File: config.mk
export PLATFORM = sky130hd
export DESIGN_NAME = lcd_field_capture
export DESIGN_NICKNAME = d
export VERILOG_FILES = /design/src/hdl/lfc_pkg.sv /design/src/hdl/lfc_core.sv /design/src/hdl/lfc_out_reg.sv /design/src/hdl/lcd_field_capture.sv
export VERILOG_INCLUDE_DIRS = /design/src /design/src/hdl
export SDC_FILE = /design/constraint.sdc
export NUM_CORES = 1
export LEC_CHECK = 0
export BUFFER_PORTS_ARGS = -buffer_cell sky130_fd_sc_hd__clkbuf_2
export CORE_ASPECT_RATIO = 1.2
export CORE_UTILIZATION = 40
export CTS_CLUSTER_DIAMETER = 30
export DETAILED_ROUTE_END_ITERATION = 16
export PLACE_DENSITY = 0.72
export SYNTH_ARGS = -nofsm -noshare
export SYNTH_HDL_FRONTEND = slang
export SYNTH_SLANG_ARGS = --single-unit
File: constraint.sdc
create_clock -name clk -period 2 [get_ports clk]
set_input_delay 0.4 -clock clk [delete_from_list [all_inputs] [get_ports clk]]
set_output_delay 0.4 -clock clk [all_outputs]
set_load 0.05 [all_outputs]
File: src/hdl/assert_macros.svh
// Assertion macros for the capture block's RTL; included by lfc_core.
// Each macro expects signals named clk and rst in the calling module.
`ifndef ASSERT_MACROS_SVH
`define ASSERT_MACROS_SVH

// Same-cycle implication, checked at every clock edge outside reset.
`define LFC_ASSERT_IMPL(label, ante, cons, msg) \
  label: assert property (@(posedge clk) disable iff (rst) (ante) |-> (cons)) \
    else $error(msg);

// Next-cycle implication, checked at every clock edge outside reset.
`define LFC_ASSERT_NEXT(label, ante, cons, msg) \
  label: assert property (@(posedge clk) disable iff (rst) (ante) |=> (cons)) \
    else $error(msg);

`endif

File: src/hdl/lfc_pkg.sv
// Types and fixed constants for the LCD field capture block.
// No dependencies; imported by every module of the block.
package lfc_pkg;

  typedef enum logic {
    OP_SAMPLE  = 1'b0,
    OP_RESTART = 1'b1
  } op_t;

  localparam int unsigned LAST_WRITTEN_FIELD_LIMIT = 2;
  localparam logic [2:0]  FIELD_MAX  = 3'd7;
  localparam logic [7:0]  COUNT_MAX  = 8'd255;
  localparam logic [8:0]  COLUMN_STEP = 9'd4;

  typedef struct packed {
    op_t        op;
    logic       pixel_clock;
    logic       line_latch;
    logic       frame_polarity;
    logic [3:0] pixel_nibble;
  } sample_t;

  typedef struct packed {
    logic       write_valid;
    logic       write_field;
    logic [7:0] write_row;
    logic [7:0] write_column;
    logic [3:0] write_pixels;
    logic       frame_done;
  } result_t;

endpackage

File: src/hdl/lfc_core.sv
// Capture state and per-sample decode: edge detection, field/row/column counters.
// Depends on lfc_pkg and assert_macros.svh.
`include "assert_macros.svh"

module lfc_core #(
  parameter int FRAME_WIDTH  = 160,
  parameter int FRAME_HEIGHT = 144,
  parameter int SKIP_PERIOD  = 10
) (
  input  logic             clk,
  input  logic             rst,
  input  logic             advance,
  input  lfc_pkg::sample_t sample,
  output logic             result_present,
  output lfc_pkg::result_t result
);
  import lfc_pkg::*;

  localparam int         ROW_MOD_W = (SKIP_PERIOD > 1) ? $clog2(SKIP_PERIOD) : 1;
  localparam logic [8:0] COL_LIMIT = 9'(FRAME_WIDTH - 3);
  localparam logic [8:0] ROW_LIMIT = 9'(FRAME_HEIGHT);
  localparam logic [ROW_MOD_W-1:0] ROW_MOD_LAST = ROW_MOD_W'(SKIP_PERIOD - 1);
  localparam logic [ROW_MOD_W-1:0] ROW_MOD_ONE  = ROW_MOD_W'(1);

  logic                 waiting, waiting_next;
  logic                 prev_clk, prev_clk_next;
  logic                 prev_lat, prev_lat_next;
  logic                 prev_pol, prev_pol_next;
  logic [2:0]           field, field_next;
  logic [7:0]           row, row_next;
  logic [ROW_MOD_W-1:0] row_mod, row_mod_next;
  logic [7:0]           column, column_next;
  logic                 skipping, skipping_next;
  logic                 finished, finished_next;

  logic       lat_rise, clk_rise, proceed, write_ok;
  logic [8:0] column_sum;
  logic [2:0] field_inc;

  always_comb begin
    waiting_next   = waiting;
    prev_clk_next  = prev_clk;
    prev_lat_next  = prev_lat;
    prev_pol_next  = prev_pol;
    field_next     = field;
    row_next       = row;
    row_mod_next   = row_mod;
    column_next    = column;
    skipping_next  = skipping;
    finished_next  = finished;
    result         = '0;
    result_present = 1'b0;

    lat_rise   = sample.line_latch && !prev_lat;
    clk_rise   = sample.pixel_clock && !prev_clk && !lat_rise;
    proceed    = !waiting || (!prev_pol && sample.frame_polarity);
    write_ok   = ({1'b0, column} < COL_LIMIT) && !skipping && ({1'b0, row} < ROW_LIMIT)
                 && (32'(field) < LAST_WRITTEN_FIELD_LIMIT);
    column_sum = {1'b0, column} + COLUMN_STEP;
    field_inc  = (field == FIELD_MAX) ? FIELD_MAX : field + 3'd1;

    unique case (sample.op)
      OP_RESTART: begin
        waiting_next  = 1'b1;
        prev_clk_next = 1'b0;
        prev_lat_next = 1'b0;
        prev_pol_next = 1'b1;
        field_next    = '0;
        row_next      = '0;
        row_mod_next  = '0;
        column_next   = '0;
        skipping_next = 1'b0;
        finished_next = 1'b0;
      end
      OP_SAMPLE: begin
        if (!finished) begin
          prev_clk_next = sample.pixel_clock;
          prev_lat_next = sample.line_latch;
          prev_pol_next = sample.frame_polarity;
          if (proceed) begin
            waiting_next = 1'b0;
            if (lat_rise) begin
              // swallow one spare latch at each multiple of the skip period
              if (row_mod == '0 && !skipping) begin
                skipping_next = 1'b1;
              end else begin
                skipping_next = 1'b0;
                column_next   = '0;
                if (row != COUNT_MAX) begin
                  row_next     = row + 8'd1;
                  row_mod_next = (row_mod == ROW_MOD_LAST) ? '0 : row_mod + ROW_MOD_ONE;
                end
              end
            end else if (clk_rise && write_ok) begin
              result.write_valid  = 1'b1;
              result.write_field  = field[0];
              result.write_row    = row;
              result.write_column = column;
              result.write_pixels = sample.pixel_nibble;
              result_present      = 1'b1;
              column_next = column_sum[8] ? COUNT_MAX : column_sum[7:0];
            end
            // waiting always ends with polarity high, so no edge is seen here then
            if (waiting ? 1'b0 : (sample.frame_polarity != prev_pol)) begin
              field_next   = field_inc;
              row_next     = '0;
              row_mod_next = '0;
              column_next  = '0;
              if (sample.frame_polarity && 32'(field_inc) > LAST_WRITTEN_FIELD_LIMIT) begin
                finished_next     = 1'b1;
                result            = '0;
                result.frame_done = 1'b1;
                result_present    = 1'b1;
              end
            end
          end
        end
      end
      default: begin
      end
    endcase

    result_present = result_present && advance;
  end

  always_ff @(posedge clk) begin
    if (rst) begin
      waiting  <= 1'b1;
      prev_clk <= 1'b0;
      prev_lat <= 1'b0;
      prev_pol <= 1'b1;
      field    <= '0;
      row      <= '0;
      row_mod  <= '0;
      column   <= '0;
      skipping <= 1'b0;
      finished <= 1'b0;
    end else if (advance) begin
      waiting  <= waiting_next;
      prev_clk <= prev_clk_next;
      prev_lat <= prev_lat_next;
      prev_pol <= prev_pol_next;
      field    <= field_next;
      row      <= row_next;
      row_mod  <= row_mod_next;
      column   <= column_next;
      skipping <= skipping_next;
      finished <= finished_next;
    end
  end

  `LFC_ASSERT_IMPL(a_write_or_done, result_present,
                   result.write_valid != result.frame_done, "result is neither write nor done")
  `LFC_ASSERT_IMPL(a_write_in_range, result_present && result.write_valid,
                   result.write_column[1:0] == 2'b00 && ({1'b0, result.write_row} < ROW_LIMIT),
                   "write outside the frame")
  `LFC_ASSERT_NEXT(a_finished_sticky, finished && !(advance && sample.op == OP_RESTART),
                   finished, "capture finished flag dropped without restart")

endmodule

File: src/hdl/lfc_out_reg.sv
// Result register between the capture decode and the result channel.
// Depends on lfc_pkg.
module lfc_out_reg (
  input  logic             clk,
  input  logic             rst,
  input  logic             load,
  input  logic             load_present,
  input  lfc_pkg::result_t load_data,
  output logic             free,
  output logic             result_valid,
  input  logic             result_ready,
  output lfc_pkg::result_t result_data
);
  import lfc_pkg::*;

  assign free = !result_valid || result_ready;

  always_ff @(posedge clk) begin
    if (rst) begin
      result_valid <= 1'b0;
    end else if (load) begin
      result_valid <= load_present;
    end else if (result_ready) begin
      result_valid <= 1'b0;
    end
  end

  // hold payload while stalled; take a new one only when something is produced
  always_ff @(posedge clk) begin
    if (load && load_present) begin
      result_data <= load_data;
    end
  end

endmodule

File: src/hdl/lcd_field_capture.sv
// LCD field capture block, top level: sample register, decode core, result register.
// Depends on lfc_pkg, lfc_core and lfc_out_reg.
//
// Usage: one sample of the LCD bus pins (or a restart) enters on the sample
// channel per transaction (sample_valid/sample_ready). Each sample yields zero
// or one transaction on the result channel (result_valid/result_ready): a
// framebuffer write of four pixels, or a frame-done marker.
// A sample accepted on the sample channel waits in the sample register and is decoded
// there; its result, if any, is loaded into the result register (result_valid rises) once free.
// Throughput: one sample per cycle while the receiver does not stall, set by the
// combinational decode between the sample register and the result register; the
// capture counters update in the same cycle as the result register loads.
// Reset (rst, synchronous) clears both registers and rearms the capture: it
// waits for a rising frame polarity edge, as after a restart transaction.
// When the receiver stalls, the result register holds its transaction and
// the sample register still takes one more sample; sample_ready then drops
// until the result is taken. No result is ever dropped or repeated.
module lcd_field_capture #(
  parameter int FRAME_WIDTH  = 160,
  parameter int FRAME_HEIGHT = 144,
  parameter int SKIP_PERIOD  = 10
) (
  input  logic       clk,
  input  logic       rst,
  input  logic       sample_valid,
  output logic       sample_ready,
  input  logic       operation,
  input  logic       pixel_clock,
  input  logic       line_latch,
  input  logic       frame_polarity,
  input  logic [3:0] pixel_nibble,
  output logic       result_valid,
  input  logic       result_ready,
  output logic       write_valid,
  output logic       write_field,
  output logic [7:0] write_row,
  output logic [7:0] write_column,
  output logic [3:0] write_pixels,
  output logic       frame_done
);
  import lfc_pkg::*;

  logic    stage_valid;
  sample_t stage;
  logic    out_free;
  logic    advance;
  logic    core_present;
  result_t core_result;
  result_t out_data;

  assign advance      = stage_valid && out_free;
  assign sample_ready = !stage_valid || out_free;

  always_ff @(posedge clk) begin
    if (rst) begin
      stage_valid <= 1'b0;
    end else if (sample_valid && sample_ready) begin
      stage_valid <= 1'b1;
    end else if (advance) begin
      stage_valid <= 1'b0;
    end
  end

  always_ff @(posedge clk) begin
    if (sample_valid && sample_ready) begin
      stage.op             <= op_t'(operation);
      stage.pixel_clock    <= pixel_clock;
      stage.line_latch     <= line_latch;
      stage.frame_polarity <= frame_polarity;
      stage.pixel_nibble   <= pixel_nibble;
    end
  end

  lfc_core #(
    .FRAME_WIDTH (FRAME_WIDTH),
    .FRAME_HEIGHT(FRAME_HEIGHT),
    .SKIP_PERIOD (SKIP_PERIOD)
  ) u_core (
    .clk           (clk),
    .rst           (rst),
    .advance       (advance),
    .sample        (stage),
    .result_present(core_present),
    .result        (core_result)
  );

  lfc_out_reg u_out (
    .clk         (clk),
    .rst         (rst),
    .load        (advance),
    .load_present(core_present),
    .load_data   (core_result),
    .free        (out_free),
    .result_valid(result_valid),
    .result_ready(result_ready),
    .result_data (out_data)
  );

  assign write_valid  = out_data.write_valid;
  assign write_field  = out_data.write_field;
  assign write_row    = out_data.write_row;
  assign write_column = out_data.write_column;
  assign write_pixels = out_data.write_pixels;
  assign frame_done   = out_data.frame_done;

endmodule

* Word-level counts from Yosys, hierarchy flattened
Cells that the tools add are included.
** Word-level totals
- Bits in registers :: 62
- Word-level logic and storage cells :: 146
** Operators by class
- Add/subtract/negate cells :: 4
- $lt $le $gt $ge :: 4
- Eq/ne operators :: 13
- Muxes and demuxes :: 63
- Bitwise gates (word level) :: 3
- Reductions and logical operators :: 36
** Operators with widths (count)
- $mux 8 :: 13
- $mux 23 :: 2
- $mux 22 :: 2
- $pmux 8 s2 :: 2
- $mux 4 :: 7
- $mux 1 :: 25
- $lt 8x8->1 const B :: 2
- $logic_and 1x1->1 :: 14
- $mux 3 :: 4
- $pmux 1 s2 :: 6
- $add 8x3->9 const B :: 1
- $add 8x1->8 const B :: 1
- $logic_not 1->1 :: 8
- $ne 8x8->1 const B :: 1
- $pmux 4 s2 :: 1
- $reduce_and 4->1 :: 2
- $ne 2x1->1 const B :: 3
- $ne 3x1->1 const B :: 2
- $pmux 3 s2 :: 1
- $reduce_and 6->1 :: 1
- $reduce_and 5->1 :: 1
- $add 4x1->4 const B :: 1
- $eq 4x4->1 const B :: 1
- $logic_not 4->1 :: 1
- other kinds (16) :: 21

* Longest topological paths before layout
- Word-level depth :: 14
- Depth in mapped cells :: 9

* By module
From an unflattened synthesis, not the netlist that was laid out.
** Unflattened totals
- Cells, all modules :: 254
- Area, all modules :: 2813.9 sq um
** By module, submodules not included
- lfc_core :: times used 1, cells an instance 212, area an instance 1760.4 sq um, sequential area each 560.5 sq um
- lfc_out_reg :: times used 1, cells an instance 28, area an instance 750.7 sq um, sequential area each 710.7 sq um
- lcd_field_capture :: times used 1, cells an instance 14, area an instance 302.8 sq um, sequential area each 260.2 sq um

* Worst setup path before layout
OpenSTA, ideal clock, no wires.
- Path kind :: register to register
- From :: register u_core.column[2]
- To :: register u_out.result_data[0] (netlist name) (enable)
- Setup time :: 377 ps
- Arrival :: 1728 ps
- Slack :: -105 ps
- Stages on the path, launching flop included :: 7
- Clock period less this slack :: 2105 ps
- Path through :: dfxtp_1 -> ha_1 -> a311oi_1 -> nor2b_1 -> nor2_1 -> o221ai_1 -> inv_1
** On the way
- Cells in the longest elaborated chain, start to end :: 14
** RTL lines
- start, declared :: line lfc_core.sv:32 : logic [7:0] column, column_next;
- start signal, assigned :: line lfc_core.sv:146 : column <= column_next;
- $lt 8x8->1 (*) :: line lfc_core.sv:57 : write_ok = ({1'b0, column} < COL_LIMIT) && !skipping && ({1'b0, row} < ROW_LIMIT)
- $logic_and 1x1->1 (*) (2 in series) :: line lfc_core.sv:57
- $logic_and 1x1->1 (*) :: line lfc_core.sv:58 : && (32'(field) < LAST_WRITTEN_FIELD_LIMIT);
- $logic_and 1x1->1 (*) :: line lfc_core.sv:94 : end else if (clk_rise && write_ok) begin
- $mux 1 (*) :: line lfc_core.sv:94
- $mux 1 (*) :: line lfc_core.sv:82 : if (lat_rise) begin
- $mux 1 :: line lfc_core.sv:109 : if (sample.frame_polarity && 32'(field_inc) > LAST_WRITTEN_FIELD_LIMIT) begin
- $mux 1 (*) :: line lfc_core.sv:104 : if (waiting ? 1'b0 : (sample.frame_polarity != prev_pol)) begin
- $mux 1 (*) :: line lfc_core.sv:80 : if (proceed) begin
- $mux 1 (*) :: line lfc_core.sv:76 : if (!finished) begin
- $mux 1 (*) :: line lfc_core.sv:62 : unique case (sample.op)
- $logic_and 1x1->1 (*) :: line lfc_core.sv:123 : result_present = result_present && advance;
- $logic_and 1x1->1 (*) :: line lfc_out_reg.sv:30 : if (load && load_present) begin
- end signal, assigned :: line lfc_out_reg.sv:31 : result_data <= load_data;
- end, declared :: line lfc_out_reg.sv:12 : output lfc_pkg::result_t result_data
Mark *: on every way between the ends. The rest lies on a longest branch, timed or not.
A chain may end at the register's enable or synchronous reset.

* Final worst setup path
- From :: register stage[4] (netlist name)
- To :: register u_core.row[2]
** On the way
- Cells in the longest elaborated chain, start to end :: 6
- Elaborated cells between the ends (all ways) :: 13
** RTL lines
- start, declared :: line lcd_field_capture.sv:44 : sample_t stage;
- $ne 1x1->1 :: line lfc_core.sv:104
- $mux 1 :: line lfc_core.sv:104
- $mux 8 :: line lfc_core.sv:104
- $mux 8 :: line lfc_core.sv:80
- $mux 8 :: line lfc_core.sv:76
- $pmux 8 s2 :: line lfc_core.sv:62
- end signal, assigned :: line lfc_core.sv:144 : row <= row_next;
- end, declared :: line lfc_core.sv:30 : logic [7:0] row, row_next;
Several ways; a longest one is shown, not always the timed one. The select of a mux whose other input is x is not followed.

==> metrics.csv <==
stage,metric,value,unit
setup_path,CP bufs+invs,2,
sta,final setup skew,0.00696,ns
sta,Finish-stage setup viols,0,
synth,Synth Register Bits,60,
sta,slew at the pin with the worst max-slew slack,0.404,ns
setup_path,Worst setup SP type,register,
sta,Final Hold Viols,0,
sta,unrepaired setup endpoints after global routing,no,
flow_run,maxcap violations,0,
synth,Synth cell types,46,
setup_path,worst flop-to-flop path endpoint,u_core.row[2]$_SDFFE_PP0P_,
power_and_ir_drop,power after layout,0.00237,W
setup_path,WP data arrival,2.17,ns
layout,Layout Nets,332,
synth,mux cell area share after synthesis,1.09,%
sta,crit path time final,1.92,ns
synth,Post-Syn Area,2750,um2
route,Post-DRT Antenna Nets,0,
layout,area grow syn2layout,21.0,%
place,DP HPWL,4070,um
route,routed via count,2210,
synth,Post-Synth Simple-Gate Area,22.1,%
layout,fillers,589,
setup_path,Worst R2R Setup Slack,0.08,ns
clock_network,root buffer cell,clkbuf_8,
synth,warnings from Yosys,0,
synth,Yosys top cell area share,32.8,%
clock_network,clk sinks,60,
synth,Syn Nets,282,
power_and_ir_drop,Clock power frac,37.4,%
run_status,status,completed,
route,DRT Pass-1 Iters,4,
layout,fraction of layout instances using a drive strength above 1,25.2,%
route,DR iter-0 viols,127,
route,Residual DRC,0,
setup_path,Critical R2R Launch,stage[4]$_DFFE_PP_,
setup_path,CP max stage cell,edfxtp_1,
setup_path,cell mode on critical path,buf_4,
setup_path,R2R depth,8,
power_and_ir_drop,sequential share of power,55.4,%
global_routing,total global routing overflow,0,
die,Die Area,7200,um2
power_and_ir_drop,worst vdd ir,0.344,mV
setup_path,Worst Setup End Kind,register,
synth,post-synthesis adder-cell area fraction,3.65,%
power_and_ir_drop,Leakage,1.33,nW
synth,synthesized instance count,262,
synth,Most used DFF post-synth,edfxtp_1,
synth,asr flop ratio synth,0,%
global_routing,first-pass GRT wire length,9560,um
global_routing,Tot GR Track Use,17.1,%
setup_path,CP required,2.25,ns
setup_path,worst-path cell chain,ha_4 -> nor2_2 -> or2_1 -> buf_4 -> a31oi_1 -> buf_4 -> nand2b_1 -> o31ai_1,
synth,"area leader, netlist",edfxtp_1,
layout,# diodes,0,
synth,Synth Area in Compound Gates,14.4,%
clock_network,setup bufs post-CTS,0,
die,IO Pins,37,
place,port bufs,36,
synth,largest cells by area after synthesis,"edfxtp_1 (33%), dfxtp_1 (22%), and3_1 (4.8%)",
power_and_ir_drop,Gate power share,7.2,%
power_and_ir_drop,PwrDens,715,nW/um2
sta,f_max,521,MHz
power_and_ir_drop,Int Pwr,0.00181,W
global_routing,initial antenna violation count,0,
setup_path,largest delay contributor family on the critical path,flip-flops,
die,Die H,92.8,um
clock_network,H-tree depth,3,
synth,Avg Inst Size Synth,10.5,um2
sta,Rel. slew slack,73.1,%
clock_network,latest clock arrival within the worst-skew pair,0.34,ns
die,die span in x,77.6,um
setup_path,crit path max fanout,8,
die,Core Region,6530,um2
clock_network,Clock transition at path regs,0.07,ns
sta,period utilization,96.0,%
worst_hold_path,Hold Path Class,primary input to register,
clock_network,CTS Buffer Depth,2,
clock_network,CTS buffer count,9,
die,row count,32,
die,Initial Utilization,42.1,%
power_and_ir_drop,switching share of power,23.8,%
route,vias per cell,5.50,
global_routing,number of global-route vias before repair,2097,
sta,final setup TNS,0,ns
route,final WL,5630,um
setup_path,slowest cell delay on critical path,0.43,ns
power_and_ir_drop,switching pwr,0.000565,W
place,Routability Congestion,0.855,
setup_path,critical path type,register to register,
synth,sequential share of the synthesized area,54.7,%
route,Avg WL per Cell,14.0,um
sta,Final Max Tran Viols,0,
synth,largest family of logic cells by synthesized area,simple AND/OR/NAND/NOR gates,
global_routing,pin count of the biggest net entering global routing,23,
setup_path,WP depth,8,
clock_network,CTS tree,done,
synth,number of synthesized flops with an enable pin,30,
synth,xor/xnor share of the synthesized area,0,%
setup_path,CP Capture Point,u_core.row[2]$_SDFFE_PP0P_,
setup_path,critical path launch point,stage[4]$_DFFE_PP_,
==> Yosys cell counts, types with 2 or more instances <==
cell type	instances
o21a_1	3
nor3_1	5
buf_4	4
ha_1	8
nand2_1	11
mux2i_1	3
nor2_1	18
nor2b_1	6
a21oi_1	17
clkbuf_1	9
nor3b_1	2
a311oi_1	2
and2_1	3
edfxtp_1	30
nor4_1	3
a2bb2oi_1	2
a31oi_1	4
nand4_1	7
dfxtp_1	30
a22oi_1	2
nand2b_1	7
or3_1	2
a21boi_1	3
buf_2	4
nand3_1	9
a211oi_1	2
o31ai_1	8
o21ai_1	7
inv_1	7
or4_1	8
and3_1	21
==> cell usage in the layout (no fill, tap or decap), types with 9 or more instances in the layout <==
cell	instances
edfxtp_1	30
clkbuf_8	9
clkbuf_2	36
buf_4	18
nor2_1	17
dfxtp_1	29
nand2_1	11
and3_1	21
a21oi_1	17
nand3_1	9
==> cell type report <==
class                   instances  area [um2]  share of cell area, %
clock buffers                  11         131                   3.95
clock inverters                 5        28.8                  0.866
inverters                       7        26.3                  0.791
multi-input cells             178        1170                   35.3
flip-flops and latches         60        1500                   45.2
well taps                      85         106                   3.20
repair buffers                 56         355                   10.7
==> state kept, by name (all words and copies together) (netlist names), 3 cells and up <==
register,count
u_out.result_data,22
stage,8
u_core.field,3
u_core.row_mod,4
u_core.row,8
u_core.column,7
==> stage by stage <==
stage	utilization [%]	hold WS (ns)	setup WS [ns]	cell area, um2	std cells
3_3_place_gp	47.9	0.476	0.136	3130	386
5_1_grt	50.9	0.216	0.00547	3320	402
3_5_place_dp	47.9	0.490	0.0715	3130	386
2_1_floorplan	-	0.461	0.0898	2750	262
6_report	50.9	0.235	0.0791	3320	402
4_1_cts	50.4	0.223	0.0442	3290	402
==> cells by family after synthesis <==
family,Yosys count
simple gates,108
flops,60
compound gates,59
buf+inv,24
fa+ha+maj,8
mux,3
==> worst min-delay path by stage <==
stage | start | to | slack, ns | depth (start not counted)
floorplan | u_core.row[5]$_SDFFE_PP0P_ | u_core.row[5]$_SDFFE_PP0P_ | 0.46 | 2
global placement | u_core.row[5]$_SDFFE_PP0P_ | u_core.row[5]$_SDFFE_PP0P_ | 0.48 | 2
detailed placement | u_core.row_mod[3]$_SDFFE_PP0P_ | u_core.row_mod[3]$_SDFFE_PP0P_ | 0.49 | 2
CTS | pixel_clock | stage[6]$_DFFE_PP_ | 0.22 | 1
global route | pixel_nibble[2] | stage[2]$_DFFE_PP_ | 0.22 | 1
finish | pixel_nibble[3] | stage[3]$_DFFE_PP_ | 0.23 | 1
==> power by group through the flow <==
stage               Sequential [W]  Clock [W]  Combinational [W]
floorplan                  0.00134          0           0.000103
global route               0.00132   0.000974           0.000189
global placement           0.00134          0           0.000163
detailed placement         0.00134          0           0.000167
CTS                        0.00131   0.000910           0.000167
finish                     0.00132   0.000887           0.000171
==> what timing repair did <==
| action | 4_1_cts | 5_1_grt |
|---|---|---|
| endpoints found under the setup margin | 0 | 31 |
| resized for setup | 0 | 6 |
| hold buffers | 0 | 0 |
==> routing by layer <==
layer	vias to the layer above	global-route usage (%)	wire (um)
met3	9	3.84	256
met4	0	9.28	118
met1	1049	20.4	2440
met2	62	28.5	2820
li1	1090	-	-
met5	-	0	0
(Power assumes the default switching activity.)
